**src/design/cpvc_pkg.sv**
```systemverilog
// shared types, constants and saturation helpers for the cascaded controller
`timescale 1ns / 1ps
package cpvc_pkg;

    localparam logic signed [31:0] GRAVITY_Q      = 32'sd642908;
    localparam logic signed [31:0] INTEGRAL_LIMIT = 32'sd327680;
    localparam logic signed [31:0] S32_MAX        = 32'sh7fffffff;
    localparam logic signed [31:0] S32_MIN        = 32'sh80000000;

    // configuration register indexes
    localparam logic [2:0] REG_POS_H_GAIN  = 3'd0;
    localparam logic [2:0] REG_POS_V_GAIN  = 3'd1;
    localparam logic [2:0] REG_POS_H_LIMIT = 3'd2;
    localparam logic [2:0] REG_POS_V_LIMIT = 3'd3;
    localparam logic [2:0] REG_VEL_H_GAIN  = 3'd4;
    localparam logic [2:0] REG_VEL_V_GAIN  = 3'd5;
    localparam logic [2:0] REG_INT_H_GAIN  = 3'd6;
    localparam logic [2:0] REG_INT_V_GAIN  = 3'd7;

    // request kinds carried in tuser
    localparam logic ACT_SETPOINT = 1'b0;
    localparam logic ACT_STEP     = 1'b1;

    typedef enum logic [1:0] {
        IT_SQRT,
        IT_DIV
    } iter_op_t;

    typedef struct packed {
        logic     start;
        iter_op_t op;
    } iter_ctl_t;

    typedef enum logic [4:0] {
        ST_IDLE,
        ST_ADV_MUL,
        ST_ADV_ACC,
        ST_POS_MUL,
        ST_POS_ACC,
        ST_SQ_MUL,
        ST_SQ_ACC,
        ST_SQRT_GO,
        ST_SQRT_WAIT,
        ST_SC_MUL,
        ST_SC_DIV,
        ST_SC_WAIT,
        ST_VCAP,
        ST_VP_MUL,
        ST_VP_ACC,
        ST_VI_MUL,
        ST_VI_ACC,
        ST_VD_MUL,
        ST_VD_ACC,
        ST_FIN
    } state_t;

    // saturate a 34-bit signed sum to 32 bits
    function automatic logic signed [31:0] sat32(input logic signed [33:0] v);
        logic signed [31:0] r;
        if (v > 34'(S32_MAX)) begin
            r = S32_MAX;
        end else if (v < 34'(S32_MIN)) begin
            r = S32_MIN;
        end else begin
            r = v[31:0];
        end
        return r;
    endfunction

    function automatic logic signed [31:0] add_sat(input logic signed [31:0] a,
                                                   input logic signed [31:0] b);
        return sat32(34'(a) + 34'(b));
    endfunction

    function automatic logic signed [31:0] sub_sat(input logic signed [31:0] a,
                                                   input logic signed [31:0] b);
        return sat32(34'(a) - 34'(b));
    endfunction

    // Q16.16 product: floor shift by 16, then saturate
    function automatic logic signed [31:0] qsat(input logic signed [65:0] p);
        logic signed [65:0] s;
        logic signed [31:0] r;
        s = p >>> 16;
        if (s > 66'(S32_MAX)) begin
            r = S32_MAX;
        end else if (s < 66'(S32_MIN)) begin
            r = S32_MIN;
        end else begin
            r = s[31:0];
        end
        return r;
    endfunction

endpackage

```
**src/design/cpvc_mul.sv**
```systemverilog
// shared signed multiplier with registered product
`timescale 1ns / 1ps
module cpvc_mul
    import cpvc_pkg::*;
(
    input  logic               aclk,
    input  logic signed [32:0] op_a,
    input  logic signed [32:0] op_b,
    output logic signed [65:0] prod
);

    logic signed [65:0] prod_reg;

    // one product per cycle, used the cycle after issue
    always_ff @(posedge aclk) begin
        prod_reg <= 66'(op_a) * 66'(op_b);
    end

    assign prod = prod_reg;

endmodule

```
**config.mk**
```make
export PLATFORM = sky130hd
export DESIGN_NAME = cpvc_mul
export DESIGN_NICKNAME = d
export VERILOG_FILES = /design/src/design/cpvc_pkg.sv /design/src/design/cpvc_mul.sv
export SDC_FILE = /design/constraint.sdc
export NUM_CORES = 2
export LEC_CHECK = 0
export BUFFER_PORTS_ARGS = -buffer_cell sky130_fd_sc_hd__buf_4
export CORE_MARGIN = 3
export CORE_UTILIZATION = 55
export CTS_CLUSTER_SIZE = 10
export DETAILED_ROUTE_END_ITERATION = 12
export PLACE_DENSITY = 0.75
export SLEW_MARGIN = 15
export SYNTH_ARGS = -nofsm -noshare
export SYNTH_HDL_FRONTEND = slang
export SYNTH_SLANG_ARGS = --single-unit
```
**constraint.sdc**
```tcl
create_clock -name aclk -period 8.05 [get_ports aclk]
set_input_delay 0.4025 -clock aclk [delete_from_list [all_inputs] [get_ports aclk]]
set_output_delay 0.4025 -clock aclk [all_outputs]
set_load 0.005 [all_outputs]
```
==> results.tsv <==
stage	metric	value	unit
outcome	status	finished clean	
setup_path	worst-path maximum fanout	33	
logic_synthesis	adder-cell share of the synthesized area	62.9	%
cells_and_area	commonest non-fill, non-tap cell in the layout	fa_1	
grt	initial antenna violation count	3	
clocking	clock slew at reported path FFs	0.08	ns
cells_and_area	fraction of layout cells with a size suffix above 1	6.42	%
clocking	Post-CTS Setup Bufs	0	
cells_and_area	fin nets	5784	
clocking	CTS tree	built	
place	post-place setup slack	0.0956	ns
timing	fin crit share	94.7	%
timing	Final setup viols	0	
logic_synthesis	Unique masters post-synth	80	
grt	grt ovf	0	
grt	global-route wire length before repair	173000	µm
logic_synthesis	Mapped Area	40700	µm²
cells_and_area	commonest non-fill, non-tap cells in the layout	1145 x fa_1, 1131 x inv_1, 562 x and2_1	
floorplan	Die Height	278	µm
logic_synthesis	Synth top area share	56.3	%
clocking	CTS Buffer Depth	2	
floorplan	Initial Util	55.6	%
logic_synthesis	ys flop type	dfxtp_1	
floorplan	die area	77400	µm²
grt	vias in the first global route	32400	
place	hpwl dp	86600	µm
floorplan	# rows	99	
drt	wirelength, routed	104000	µm
setup_path	Arr. time, crit path	7.92	ns
logic_synthesis	Ys Warns	0	
logic_synthesis	Area contributors post-synth	fa_1 56%, inv_1 10%, and2_1 8.6%	
clocking	H-tree Lvls	3	
timing	worst setup margin	0.430	ns
place	Placer Congestion	0.960	
drt	DR vias	29000	
clocking	CTS Hold Bufs	0	
floorplan	die width	278	µm
clocking	Resize count post-CTS	0	
drt	# DRC	0	
setup_path	Max stage delay cell, worst path	fa_1	
setup_path	worst setup path category	input pin to flop	
logic_synthesis	Compound-Gate Fraction of Synth Area	4.07	%
place	port bufs	132	
clocking	CTS Buf Count	9	
logic_synthesis	largest family of logic cells by synthesized area	adder cells	
logic_synthesis	gate count of the mapped netlist	4338	
cells_and_area	max reg flops	66	
timing	crit path time final	7.62	ns
logic_synthesis	register bit count reported by yosys	66	
drt	Routed Antenna Nets	0	
logic_synthesis	ys async rst share	0	%
cells_and_area	area grow syn2layout	5.83	%
timing	Slew @ Worst Pin	0.797	ns
logic_synthesis	Synth Area in XOR/XNOR	1.46	%
timing	setup TNS	0	ns
drt	DR vias/cell	5.45	
timing	unrepaired setup endpoints after global routing	no	
logic_synthesis	EDFF count, synth	0	
logic_synthesis	mux contribution to synthesized area	0	%
worst_hold_path	HP Class	input pin to flop	
setup_path	startpoint types	input pin	
logic_synthesis	top cell type by total area after synthesis	fa_1	
clocking	clk sinks	66	
clocking	Root Driver	clkbuf_16	
flow_run	max_cap viols	0	
setup_path	slowest stage delay, CP	0.65	ns
grt	GRT Util Overall	28.6	%
timing	max_slew headroom	46.9	%
logic_synthesis	syn_nets	5767	
setup_path	CP Data Required Time	8.35	ns
timing	fin. max-slew vios	0	
drt	DRT Pass-1 Iters	7	
logic_synthesis	sequential share of the synthesized area	3.24	%
drt	Iteration-0 DRC Markers	1765	
logic_synthesis	Synth Area per Inst	9.39	µm²
setup_path	critical path endpoint category	flop	
drt	average routed wire per standard cell	19.5	µm
logic_synthesis	Post-Synth Simple-Gate Area	15.8	%
floorplan	Std-Cell Core Area	73200	µm²
floorplan	I/O Pins	133	
grt	largest net degree at the start of global routing	34	
timing	fmax	131	MHz
timing	Final Hold Fails	0	
setup_path	Top cell by count, worst path	fa_1	
-- worst max-delay path, delay by kind of cell --
family | cells | cell delay [ns]
buffers and inverters | 10 | 1.12
AO/OA/AOI/OAI | 3 | 0.47
AND/OR/NAND/NOR | 6 | 1.29
adder cells (fa/ha/maj) | 9 | 4.61
-- cells by family (layout without fill, tap and decap cells) --
group / after synthesis / after routing
AOI/OAI and AO/OA: 219 / 219
xor gates and xnor gates: 68 / 68
adders and majority gates: 1362 / 1362
buffers and inverters: 1352 / 1374
DFF: 66 / 66
other: 0 / 2
and+or+nand+nor: 1271 / 1271
-- final timing paths --
check / slack, ns / cells past startpoint / startpoint / endpoint
max: 0.43 / 28 / op_b[0] / prod[64]
min: 0.49 / 2 / op_b[0] / prod[0]
-- per-stage QoR --
stage / std cells / hold slack (ns) / area (µm²) / utilization [%]
CTS: 5319 / 0.467 / 43100 / 58.9
finish: 5321 / 0.489 / 43100 / 58.9
detailed placement: 5303 / 0.782 / 42800 / 58.5
global placement: 5303 / 0.784 / 42800 / 58.5
floorplan: 4338 / 0.530 / 40700 / -
global route: 5321 / 0.488 / 43100 / 58.9
-- layer usage --
metal | vias up | track usage (%) | share of wire [%]
met2 | 1090 | 50.6 | 52
li1 | 12400 | - | -
met3 | 300 | 3.69 | 5.8
met4 | 2 | 13.0 | 5.2
met5 | - | 0.0611 | 0.013
met1 | 15200 | 35.0 | 37
-- cell usage after synthesis, types with 7 or more instances --
library cell / instances
xor2_1: 25
and2_1: 562
nor3_1: 7
inv_1: 1131
nand4_1: 11
a21o_1: 36
a211oi_1: 7
o21ai_0: 25
a21oi_1: 57
dfxtp_1: 66
ha_1: 217
a31oi_1: 8
nand2b_1: 12
xnor2_1: 43
clkbuf_1: 208
o21bai_1: 11
nand3_1: 25
buf_2: 11
nor2_1: 68
nand2_1: 551
fa_1: 1145
-- final cells by class --
class / count / area [µm²]
multi-input combinational: 2920 / 34300
fill: 6290 / 30100
inverter: 1131 / 4250
timing repair buffer: 227 / 1730
sequential: 66 / 1320
tap: 959 / 1200
clock buffer: 11 / 253
clock inverter: 5 / 37.5
antenna: 2 / 5.00
Power is not shown: default switching activity piles up to over one toggle a cycle in this logic, so the estimate is an artifact.
